[src/rtl/timeslot_admission_queue_macros.svh]
// Assertion macros shared by the timeslot admission queue RTL.
// Each macro expects a clock named clk and a synchronous reset named rst in scope.
`ifndef TIMESLOT_ADMISSION_QUEUE_MACROS_SVH
`define TIMESLOT_ADMISSION_QUEUE_MACROS_SVH

// The consequent must hold in the same cycle as the antecedent.
`define TSAQ_ASSERT_IMP(label, ante, cons, msg) \
  label: assert property (@(posedge clk) disable iff (rst) (ante) |-> (cons)) \
    else $error(msg);

// The consequent must hold in the cycle after the antecedent.
`define TSAQ_ASSERT_NEXT(label, ante, cons, msg) \
  label: assert property (@(posedge clk) disable iff (rst) (ante) |=> (cons)) \
    else $error(msg);

`endif

[src/rtl/tsaq_pkg.sv]
// Types, codes and constants of the timeslot admission queue.
// Has no dependencies; used by every module of the block.
package tsaq_pkg;

  localparam int DEPTH_DEFAULT = 8;

  // The tick counter wraps at 2**START_W.
  localparam int START_W = 24;
  localparam int CFG_IDX_W = 2;
  localparam int CFG_DATA_W = 24;
  localparam int LIMIT_W = 4;

  // Microsecond to tick conversion, ticks = floor(us * 32768 / 1000000), is done as
  // ticks = (us * TICK_RECIP) >> RECIP_SHIFT. TICK_RECIP is 2**56 / 15625 rounded up, and its
  // rounding error stays below one tick for every input of US_W bits.
  localparam int US_W = 33;
  localparam int TICKS_W = 30;
  localparam int RECIP_W = 43;
  localparam int RECIP_LO_W = 22;
  localparam int RECIP_SHIFT = 47;
  localparam logic [RECIP_W-1:0] TICK_RECIP = 43'd4611686018428;
  localparam int PROD_W = US_W + RECIP_LO_W;
  localparam int ACC_W = RECIP_SHIFT + TICKS_W;

  localparam logic REQ_APPEND = 1'b0;
  localparam logic REQ_REMOVE = 1'b1;

  localparam logic [1:0] STATUS_OK = 2'd0;
  localparam logic [1:0] STATUS_FULL = 2'd1;
  localparam logic [1:0] STATUS_PEER_LIMIT = 2'd2;
  localparam logic [1:0] STATUS_TOO_CLOSE = 2'd3;

  localparam logic [CFG_IDX_W-1:0] CFG_RANGING_OFFSET = 2'd0;
  localparam logic [CFG_IDX_W-1:0] CFG_MIN_GAP = 2'd1;
  localparam logic [CFG_IDX_W-1:0] CFG_PEER_LIMIT = 2'd2;

  typedef struct packed {
    logic         req_type;
    logic [47:0]  peer_addr;
    logic [7:0]   peer_addr_type;
    logic [31:0]  delay_us;
    logic [23:0]  ref_tick;
    logic [31:0]  window_us;
    logic [31:0]  slot_len_us;
    logic [31:0]  seed_in;
  } req_t;

  typedef struct packed {
    logic [1:0]   status;
    logic [31:0]  seed_out;
    logic         head_valid;
    logic [23:0]  head_start;
    logic [31:0]  head_slot_len;
    logic [31:0]  head_window_len;
    logic [47:0]  head_peer_addr;
    logic [7:0]   head_peer_type;
    logic [31:0]  head_seed;
  } rsp_t;

  typedef struct packed {
    logic [START_W-1:0] start;
    logic [31:0]        slot_len;
    logic [31:0]        window_len;
    logic [55:0]        peer;
    logic [31:0]        seed;
  } entry_t;

endpackage

[src/rtl/tsaq_mem.sv]
// Entry store of the timeslot admission queue: one write port, one registered read port.
// Depends on tsaq_pkg for the entry type.
module tsaq_mem #(
  parameter int DEPTH = tsaq_pkg::DEPTH_DEFAULT,
  parameter int ADDR_W = (DEPTH > 1) ? $clog2(DEPTH) : 1
) (
  input  logic              clk,
  input  logic              wr_en,
  input  logic [ADDR_W-1:0] wr_addr,
  input  tsaq_pkg::entry_t  wr_data,
  input  logic              rd_en,
  input  logic [ADDR_W-1:0] rd_addr,
  output tsaq_pkg::entry_t  rd_data
);
  import tsaq_pkg::*;

  entry_t mem [DEPTH];

  always_ff @(posedge clk) begin
    if (wr_en) begin
      mem[wr_addr] <= wr_data;
    end
  end

  always_ff @(posedge clk) begin
    if (rd_en) begin
      rd_data <= mem[rd_addr];
    end
  end

endmodule

[src/rtl/tsaq_tick_conv.sv]
// Microsecond to tick converter, a multiplication by a scaled reciprocal.
// Depends on tsaq_pkg for widths and the reciprocal.
module tsaq_tick_conv (
  input  logic                         clk,
  input  logic                         rst,
  input  logic                         start,
  input  logic [tsaq_pkg::US_W-1:0]    us,
  output logic                         busy,
  output logic [tsaq_pkg::TICKS_W-1:0] ticks
);
  import tsaq_pkg::*;

  logic [US_W-1:0]       us_q;
  logic                  phase;
  logic [ACC_W-1:0]      acc;
  logic [RECIP_LO_W-1:0] factor;
  logic [PROD_W-1:0]     partial;

  // One multiplier takes the low half of the reciprocal first and the high half second.
  always_comb begin
    if (phase) begin
      factor = RECIP_LO_W'(TICK_RECIP[RECIP_W-1:RECIP_LO_W]);
    end else begin
      factor = TICK_RECIP[RECIP_LO_W-1:0];
    end
    partial = PROD_W'(us_q) * PROD_W'(factor);
  end

  always_ff @(posedge clk) begin
    if (rst) begin
      busy <= 1'b0;
      phase <= 1'b0;
    end else if (start) begin
      busy <= 1'b1;
      phase <= 1'b0;
    end else if (busy) begin
      phase <= 1'b1;
      if (phase) begin
        busy <= 1'b0;
      end
    end
  end

  always_ff @(posedge clk) begin
    if (start) begin
      us_q <= us;
    end else if (busy) begin
      if (phase) begin
        acc <= acc + (ACC_W'(partial) << RECIP_LO_W);
      end else begin
        acc <= ACC_W'(partial);
      end
    end
  end

  assign ticks = acc[ACC_W-1:RECIP_SHIFT];

endmodule

[src/rtl/timeslot_admission_queue.sv]
// A bounded FIFO of ranging timeslot requests with admission control. Requests are handled one
// at a time, and each gives one result. A remove, or an append refused because the queue is
// full, goes straight to the head read and the output. An append to an empty queue runs the
// tick conversion and writes the entry. An append to a queue holding entries reads the entries
// one per cycle from the entry store for the peer count, with the first tick conversion running
// underneath, and then, unless refused for the peer limit, converts the tail slot length plus
// gap to check the spacing before the write. A finished result waits in the output register
// while the next transaction is accepted. Configuration writes are always ready; the user must
// make them only while nothing is in flight, which the block itself does not enforce.
`include "timeslot_admission_queue_macros.svh"

module timeslot_admission_queue #(
  parameter int QUEUE_DEPTH = tsaq_pkg::DEPTH_DEFAULT
) (
  input  logic                           clk,
  input  logic                           rst,
  input  logic                           req_valid,
  output logic                           req_stall,
  input  tsaq_pkg::req_t                 req,
  output logic                           rsp_valid,
  input  logic                           rsp_stall,
  output tsaq_pkg::rsp_t                 rsp,
  input  logic                           cfg_valid,
  output logic                           cfg_ready,
  input  logic [tsaq_pkg::CFG_IDX_W-1:0] cfg_index,
  input  logic [tsaq_pkg::CFG_DATA_W-1:0] cfg_data
);
  import tsaq_pkg::*;

  localparam int IDX_W = (QUEUE_DEPTH > 1) ? $clog2(QUEUE_DEPTH) : 1;
  localparam int CNT_W = $clog2(QUEUE_DEPTH + 1);
  localparam int SUM_W = CNT_W + 1;
  localparam int CMP_W = (CNT_W > LIMIT_W) ? CNT_W : LIMIT_W;

  localparam logic [2:0] ST_IDLE = 3'd0;
  localparam logic [2:0] ST_WALK = 3'd1;
  localparam logic [2:0] ST_DIV1 = 3'd2;
  localparam logic [2:0] ST_DIV2 = 3'd3;
  localparam logic [2:0] ST_WRITE = 3'd4;
  localparam logic [2:0] ST_HEAD_RD = 3'd5;
  localparam logic [2:0] ST_OUT = 3'd6;

  function automatic logic [IDX_W-1:0] wrap_add(input logic [IDX_W-1:0] base,
                                                 input logic [CNT_W-1:0] k);
    logic [SUM_W-1:0] sum;
    sum = SUM_W'(base) + SUM_W'(k);
    if (sum >= SUM_W'(QUEUE_DEPTH)) begin
      sum = sum - SUM_W'(QUEUE_DEPTH);
    end
    return sum[IDX_W-1:0];
  endfunction

  logic [2:0]         state;
  req_t               req_q;
  logic [1:0]         res_status;
  logic [31:0]        res_seed;
  logic [IDX_W-1:0]   head;
  logic [CNT_W-1:0]   count;
  logic [CNT_W-1:0]   rd_k;
  logic [CNT_W-1:0]   same;
  logic               rd_pending;
  logic               rd_last;
  logic [START_W-1:0] new_start;
  logic [START_W-1:0] tail_start;
  logic [31:0]        tail_slot;

  logic [CFG_DATA_W-1:0] ranging_offset;
  logic [CFG_DATA_W-1:0] min_gap;
  logic [LIMIT_W-1:0]    peer_limit;

  logic               walk_issue;
  logic               mem_wr;
  logic               mem_rd;
  logic [IDX_W-1:0]   mem_rd_addr;
  entry_t             wr_entry;
  entry_t             rd_entry;
  logic               div_start;
  logic [US_W-1:0]    div_us;
  logic               div_busy;
  logic [TICKS_W-1:0] ticks;
  logic [START_W-1:0] spacing;
  logic               req_accept;

  assign cfg_ready = 1'b1;
  assign req_stall = (state != ST_IDLE);
  assign req_accept = req_valid && !req_stall;

  always_ff @(posedge clk) begin
    if (rst) begin
      ranging_offset <= '0;
      min_gap <= '0;
      peer_limit <= LIMIT_W'(1);
    end else if (cfg_valid && cfg_ready) begin
      case (cfg_index)
        CFG_RANGING_OFFSET: ranging_offset <= cfg_data;
        CFG_MIN_GAP:        min_gap <= cfg_data;
        CFG_PEER_LIMIT:     peer_limit <= cfg_data[LIMIT_W-1:0];
        default:            ;
      endcase
    end
  end

  assign walk_issue = (state == ST_WALK) && (rd_k < count);
  assign mem_rd = walk_issue || (state == ST_HEAD_RD);
  assign mem_rd_addr = (state == ST_HEAD_RD) ? head : wrap_add(head, rd_k);
  assign mem_wr = (state == ST_WRITE);
  assign spacing = new_start - tail_start;

  always_comb begin
    wr_entry.start = new_start;
    wr_entry.slot_len = req_q.slot_len_us;
    wr_entry.window_len = req_q.window_us;
    wr_entry.peer = {req_q.peer_addr_type, req_q.peer_addr};
    wr_entry.seed = req_q.seed_in + 32'd1;
  end

  always_comb begin
    div_start = 1'b0;
    div_us = US_W'(req.delay_us) + US_W'(ranging_offset);
    if (req_accept && req.req_type == REQ_APPEND && count != CNT_W'(QUEUE_DEPTH)) begin
      div_start = 1'b1;
    end else if (state == ST_DIV1 && !div_busy && count != '0
                 && CMP_W'(same) < CMP_W'(peer_limit)) begin
      div_start = 1'b1;
      div_us = US_W'(tail_slot) + US_W'(min_gap);
    end
  end

  tsaq_mem #(
    .DEPTH  (QUEUE_DEPTH),
    .ADDR_W (IDX_W)
  ) u_mem (
    .clk     (clk),
    .wr_en   (mem_wr),
    .wr_addr (wrap_add(head, count)),
    .wr_data (wr_entry),
    .rd_en   (mem_rd),
    .rd_addr (mem_rd_addr),
    .rd_data (rd_entry)
  );

  tsaq_tick_conv u_conv (
    .clk   (clk),
    .rst   (rst),
    .start (div_start),
    .us    (div_us),
    .busy  (div_busy),
    .ticks (ticks)
  );

  always_ff @(posedge clk) begin
    if (rst) begin
      state <= ST_IDLE;
      head <= '0;
      count <= '0;
      rd_pending <= 1'b0;
      rsp_valid <= 1'b0;
    end else begin
      if (state == ST_OUT && (!rsp_valid || !rsp_stall)) begin
        rsp_valid <= 1'b1;
      end else if (rsp_valid && !rsp_stall) begin
        rsp_valid <= 1'b0;
      end
      rd_pending <= walk_issue;
      unique case (state)
        ST_IDLE: begin
          if (req_accept) begin
            if (req.req_type == REQ_REMOVE) begin
              if (count != '0) begin
                head <= wrap_add(head, CNT_W'(1));
                count <= count - 1'b1;
              end
              state <= ST_HEAD_RD;
            end else if (count == CNT_W'(QUEUE_DEPTH)) begin
              state <= ST_HEAD_RD;
            end else if (count == '0) begin
              state <= ST_DIV1;
            end else begin
              state <= ST_WALK;
            end
          end
        end
        ST_WALK: begin
          if (rd_pending && rd_last) begin
            state <= ST_DIV1;
          end
        end
        ST_DIV1: begin
          if (!div_busy) begin
            if (count == '0) begin
              state <= ST_WRITE;
            end else if (CMP_W'(same) >= CMP_W'(peer_limit)) begin
              state <= ST_HEAD_RD;
            end else begin
              state <= ST_DIV2;
            end
          end
        end
        ST_DIV2: begin
          if (!div_busy) begin
            state <= (TICKS_W'(spacing) < ticks) ? ST_HEAD_RD : ST_WRITE;
          end
        end
        ST_WRITE: begin
          count <= count + 1'b1;
          state <= ST_HEAD_RD;
        end
        ST_HEAD_RD: begin
          state <= ST_OUT;
        end
        ST_OUT: begin
          if (!rsp_valid || !rsp_stall) begin
            state <= ST_IDLE;
          end
        end
        default: begin
          state <= ST_IDLE;
        end
      endcase
    end
  end

  always_ff @(posedge clk) begin
    if (req_accept) begin
      req_q <= req;
      res_seed <= req.seed_in;
      res_status <= (req.req_type == REQ_APPEND && count == CNT_W'(QUEUE_DEPTH))
                    ? STATUS_FULL : STATUS_OK;
      rd_k <= '0;
      same <= '0;
    end
    if (walk_issue) begin
      rd_k <= rd_k + 1'b1;
      rd_last <= (rd_k == count - 1'b1);
    end
    if (state == ST_WALK && rd_pending) begin
      if (rd_entry.peer == {req_q.peer_addr_type, req_q.peer_addr}) begin
        same <= same + 1'b1;
      end
      if (rd_last) begin
        tail_start <= rd_entry.start;
        tail_slot <= rd_entry.slot_len;
      end
    end
    if (state == ST_DIV1 && !div_busy) begin
      new_start <= req_q.ref_tick + ticks[START_W-1:0];
      if (count != '0 && CMP_W'(same) >= CMP_W'(peer_limit)) begin
        res_status <= STATUS_PEER_LIMIT;
      end
    end
    if (state == ST_DIV2 && !div_busy && TICKS_W'(spacing) < ticks) begin
      res_status <= STATUS_TOO_CLOSE;
    end
    if (state == ST_WRITE) begin
      res_seed <= req_q.seed_in + 32'd1;
    end
    if (state == ST_OUT && (!rsp_valid || !rsp_stall)) begin
      rsp.status <= res_status;
      rsp.seed_out <= res_seed;
      rsp.head_valid <= (count != '0);
      if (count != '0) begin
        rsp.head_start <= rd_entry.start;
        rsp.head_slot_len <= rd_entry.slot_len;
        rsp.head_window_len <= rd_entry.window_len;
        rsp.head_peer_addr <= rd_entry.peer[47:0];
        rsp.head_peer_type <= rd_entry.peer[55:48];
        rsp.head_seed <= rd_entry.seed;
      end else begin
        rsp.head_start <= '0;
        rsp.head_slot_len <= '0;
        rsp.head_window_len <= '0;
        rsp.head_peer_addr <= '0;
        rsp.head_peer_type <= '0;
        rsp.head_seed <= '0;
      end
    end
  end

  `TSAQ_ASSERT_IMP(a_count_in_range, 1'b1, count <= CNT_W'(QUEUE_DEPTH), "count above depth")
  `TSAQ_ASSERT_IMP(a_write_not_full, mem_wr, count < CNT_W'(QUEUE_DEPTH), "write to full queue")
  `TSAQ_ASSERT_NEXT(a_write_grows, mem_wr, count == $past(count) + 1'b1, "count not advanced")
  `TSAQ_ASSERT_IMP(a_conv_idle_start, div_start, !div_busy, "converter restarted while busy")
  `TSAQ_ASSERT_IMP(a_empty_head_zero, rsp_valid && !rsp.head_valid,
                   rsp.head_start == '0 && rsp.head_seed == '0, "empty head not cleared")

endmodule

[config.mk]
export PLATFORM = sky130hd
export DESIGN_NAME = timeslot_admission_queue
export DESIGN_NICKNAME = d
export VERILOG_FILES = /design/src/rtl/tsaq_pkg.sv /design/src/rtl/tsaq_mem.sv /design/src/rtl/tsaq_tick_conv.sv /design/src/rtl/timeslot_admission_queue.sv
export VERILOG_INCLUDE_DIRS = /design/src /design/src/rtl
export SDC_FILE = /design/constraint.sdc
export NUM_CORES = 2
export LEC_CHECK = 0
export ABC_AREA = 1
export BUFFER_PORTS_ARGS = -buffer_cell sky130_fd_sc_hd__buf_2
export CAP_MARGIN = 20
export CORE_MARGIN = 2
export CORE_UTILIZATION = 55
export DETAILED_ROUTE_END_ITERATION = 8
export PLACE_DENSITY = 0.84
export SLEW_MARGIN = 20
export SYNTH_ARGS = -nofsm -noshare
export SYNTH_HDL_FRONTEND = slang
export SYNTH_SLANG_ARGS = --single-unit
[constraint.sdc]
create_clock -name clk -period 28.2 [get_ports clk]
set_input_delay 7.05 -clock clk [delete_from_list [all_inputs] [get_ports clk]]
set_output_delay 7.05 -clock clk [all_outputs]
set_load 0.05 [all_outputs]
Word level (Yosys, flattened, before mapping)

Memories as Yosys holds them, arrays and structs flattened. A register that Yosys moved wholly into a read port is not among the register bits.
Index checks and enable logic that the tools add are counted.

$add $sub $neg: 16
$mul: 1
Div/mod/pow operators: 0
Magnitude comparators: 7
Eq/ne operators: 19
Shift-type cells: 0
Muxes and demuxes: 44
Bitwise gates (word level): 2
Reduce and logical (&&, ||, !) cells: 39

Operators with widths:

| cell                    | number |
|---|---|
| $add A77 B77 Y77        | 1 |
| $add A32 B24 Y33        | 2 |
| $mux W33                | 2 |
| $mux W32                | 2 |
| $eq A56 B56 Y1          | 1 |
| $mul A33 B22 Y55        | 1 |
| $mux W55                | 1 |
| $mux W3                 | 13 |
| $add A32 B1 Y32 const B | 1 |
| $mux W4                 | 8 |
| $lt A24 B30 Y1          | 1 |
| $add A24 B24 Y24        | 1 |
| $sub A24 B24 Y24        | 1 |
| $mux W22                | 1 |
| $pmux W3 S7             | 1 |
| $logic_and A1 B1 Y1     | 15 |
| $add A4 B1 Y4 const B   | 3 |
| $ne A2 B2 Y1 const B    | 6 |
| $mux W1                 | 11 |
| $add A3 B4 Y5           | 2 |
| $ge A5 B4 Y1 const B    | 2 |
| $reduce_and A2 Y1       | 5 |
| $eq A3 B3 Y1 const B    | 3 |
| $sub A3 B1 Y3 const B   | 3 |
| 27 further kinds        | 41 |

Register bits: 686
Bits in latches: 0
Memory bits (writable): 1408
ROM bits: 0
Output and inout port bits: 214
Logic and storage cells: 165
Memories kept: 1

Memory list:

| memory    | words | bits a word | read ports | clocked after Yosys merged registers in | write ports | RTL line       | text |
|---|---|---|---|---|---|---|---|
| u_mem.mem | 8     | 176         | 1          | 1                                       | 1           | tsaq_mem.sv:17 | `entry_t mem [DEPTH];` |

Longest topological paths before layout

Depth in word-level cells: 8
Mapped depth: 48
Gate-level depth less buffers: 47

Hierarchy

A second synthesis with hierarchy kept.

Cells, all modules: 12602
Area, all modules: 121231.3 um^2

Modules (own cells, without submodules):

| module                   | instances | cells an instance | area an instance (um^2) | sequential area each (um^2) |
|---|---|---|---|---|
| tsaq_mem                 | 1         | 6276              | 66351.1                 | 47565.6 |
| timeslot_admission_queue | 1         | 3069              | 29094.2                 | 16535.9 |
| tsaq_tick_conv           | 1         | 3257              | 25786.0                 | 2682.6 |

Worst setup path before layout

Ideal clock, no wire load.

Kind: input-to-reg
Start point: input port rsp_stall
End point: register rsp[0] in the netlist's numbering, enable pin
Arrival: 17.190 ns
Data required time: 27.346 ns
Path slack: 10.156 ns
Cell stages on the path: 1
Buffers on the path: 0
Cells stage by stage: a21oi_1

Cells in the longest elaborated chain, start to end: 3

RTL lines:

| element             | RTL line                        | text |
|---|---|---|
| from (decl)         | timeslot_admission_queue.sv:21  | `input logic rsp_stall,` |
| $logic_not A1 Y1    | timeslot_admission_queue.sv:257 | `if (state == ST_OUT && (!rsp_valid \|\| !rsp_stall)) begin` |
| $logic_or A1 B1 Y1  | timeslot_admission_queue.sv:257 |  |
| $logic_and A1 B1 Y1 | timeslot_admission_queue.sv:257 |  |
| to (decl)           | timeslot_admission_queue.sv:22  | `output tsaq_pkg::rsp_t rsp,` |

Every way passes these cells.
A chain may end at the register's enable or synchronous reset.

Worst setup path after layout

Start point: input port rsp_stall
End point: register rsp[177] in the netlist's numbering, enable pin

The elaborated chain is that of the path after synthesis.

==> flow_summary.toml <==
[global_routing]
grtUsageTotal = 0.300
grt_pass1_wl_um = 475000
grt_pass1_vias = 79600
grt_max_degree = 224
overflow = 0
antenna_found_initial = 31

[flow_run]
max_cap_violations = 0

[clock_network]
clk_pin_slew_ns = 0.06
insertion_delay_ns = 0.88
cts_root_buf = "clkbuf_16"
cts_resized = 0
cts_setup_buffers = 0
cts_buffers = 213
cts_tree = "done"
htreeDepth = 4
cts_num_sinks = 2248
cts_buffer_depth = 3
cts_hold_buf = 0

[detailed_routing]
dr_wl_met3_um = 29300
highest_layer = "met5"
wl_met2_um = 155000
drt-initial-drc-count = 10100
vias = 80600
wl_met1_um = 117000
viasPerCell = 5.94
totalWireLength_um = 321000
first_pass_iters = 7
drc = 0
wl_per_cell_um = 23.7
final_antenna_net_count = 0

[critical_path]
critPathSlowestCell = "buf_4"
critPathLaunchType = "primary input"
crit_top_cell = "buf_4"
slowest_delay_ns = 0.79
worstSetupPathType = "in -> reg"
cp_cell_sequence = "buf_2, a21oi_4, buf_4, buf_4, buf_4, buf_4"
crit_family = "buffers and inverters"
cp_max_fo = 71
critPathBufInv = 5
cp-end-kind = "flip-flop"
cp.required_ns = 28.67
crit_arrival_ns = 10.27
r2r_slack_ns = 18.46

[place]
hpwlAfterDp_um = 214000
pre_cts_ws_ns = 17.61
place_area_mm2 = 0.118
gp_congestion = 0.980
port_buffers = 452

[outcome]
status = "completed"

[finish]
final_nets = 11800
drive_gt1_frac = 0.0862
syn_to_final_growth_pct = 10.4
fin_util = 0.611
fin_area_mm2 = 0.125

[timing]
setup_viol = 0
finalCritPeriodShare = 0.348
fmax_mhz = 102
worstMarginPinSlew_ns = 1.12
rsz0062_at_grt = "no"
tns_ns = 0
worst_slack_ns = 18.40
fin_crit_ns = 9.80
max_slew_margin = 0.254
finClkSkew_ns = 0.0599
finalHoldViolations = 0
slew_violations = 0

[yosys]
synth-seq-cells = 2248
synth_cell_type_count = 63
synth_edf_count = 2176
synth.yosys.seq_area_share = 0.590
ys.flop_type = "edfxtp_1"
yosys_warnings = 0
synth_cells = 10300
syn_area_mm2 = 0.113
async_flop_share = 0
syn_area_per_cell_um2 = 11.0

[die]
start_util = 0.553
rows = 166
die_y_um = 458
die_w_um = 458
die_area_mm2 = 0.210
fp.coreArea_mm2 = 0.205
ioPinCount = 454

[worst_hold_path]
hp-class = "reg -> reg"
==> cell usage after synthesis (50+ instances only) <==
cell type / instances / share of area
clkbuf_1: 164 / 0.0054
dfxtp_1: 72 / 0.013
buf_6: 50 / 0.0050
buf_2: 116 / 0.0051
xnor2_1: 72 / 0.0056
a21oi_1: 333 / 0.015
nor2_1: 2029 / 0.067
xor2_1: 123 / 0.0095
nand4_1: 51 / 0.0028
nand2_1: 1046 / 0.035
edfxtp_1: 2176 / 0.58
nor3_1: 69 / 0.0030
o22ai_1: 184 / 0.010
o21ai_0: 1010 / 0.045
inv_1: 1205 / 0.040
a31oi_1: 201 / 0.011
fa_1: 385 / 0.068
nand3_1: 183 / 0.0081
ha_1: 494 / 0.055
==> kinds of logic (layout without fill, tap and decap cells) <==
| kind of cell | after synthesis | in the layout | synth area share |
|---|---|---|---|
| flip-flops | 2248 | 2248 | 0.590 |
| AND/OR/NAND/NOR | 3494 | 3494 | 0.123 |
| XOR/XNOR | 199 | 199 | 0.0158 |
| other | 2 | 44 | 0.0000663 |
| AO/OA/AOI/OAI | 1866 | 1866 | 0.0897 |
| multiplexers | 1 | 1 | 0.0000884 |
| buffers and inverters | 1592 | 2144 | 0.0587 |
| adder cells (fa/ha/maj) | 879 | 879 | 0.123 |
==> flip-flops by register name, summed over array words and instances, names as in the netlist, 2 cells and up <==
register / count
min_gap: 24
u_mem.mem: 1408
same: 4
u_conv.us_q: 33
res_seed: 32
u_conv.acc: 55
state: 3
peer_limit: 4
ranging_offset: 24
tail_start: 24
head: 3
new_start: 24
count: 4
rsp: 211
rd_k: 4
res_status: 2
u_mem.rd_data: 176
tail_slot: 32
req_q: 176
==> worst reg2reg max path, delay by kind of cell (launching register included) <==
| family | cells | cell delay (ns) |
|---|---|---|
| adder cells (fa/ha/maj) | 9 | 4.08 |
| AND/OR/NAND/NOR | 17 | 2.92 |
| buffers and inverters | 8 | 1.26 |
| AO/OA/AOI/OAI | 4 | 0.74 |
| flip-flops | 1 | 0.60 |
==> worst paths after layout <==
path                      start             end  depth (start not counted)
max                   rsp_stall        rsp[177]                          6
min          u_mem.rd_data[174]  tail_start[22]                          0
max reg2reg        u_conv.phase  u_conv.acc[74]                         38
min reg2reg  u_mem.rd_data[174]  tail_start[22]                          0
==> placed cells by master, fill, tap and decap left out, drive strengths merged, types with 258 or more instances in the layout <==
master  synthesis  layout
ha            494     494
buf           202     519
clkbuf        166     258
inv          1214    1218
nor2         2039    2039
o21ai        1024    1024
edfxtp       2176    2176
fa            385     385
a21oi         333     333
nand2        1051    1051
==> through the flow <==
stage | hold slack (ns) | std cells
floorplan | 0.400 | 10300
global placement | 0.403 | 13100
detailed placement | 0.405 | 13100
CTS | 0.409 | 13500
global route | 0.417 | 13500
finish | 0.417 | 13600
==> layout make-up <==
class / count / area (µm²)
Fill cell: 15200 / 79600
Clock buffer: 258 / 5640
Tap cell: 2688 / 3360
Inverter: 1224 / 4610
Timing Repair Buffer: 519 / 2990
Clock inverter: 143 / 1530
Antenna cell: 38 / 95.1
Sequential cell: 2248 / 66800
Multi-Input combinational cell: 6445 / 40000
==> routing by layer <==
metal,track usage,vias to the layer above
li1,-,35900
met1,0.379,39000
met2,0.495,4803
met3,0.0500,896
met4,0.167,18
met5,0,-
Power is left out: the tool's default activity adds up to more than one toggle a clock period on the data nets, which glitch-free logic cannot reach.
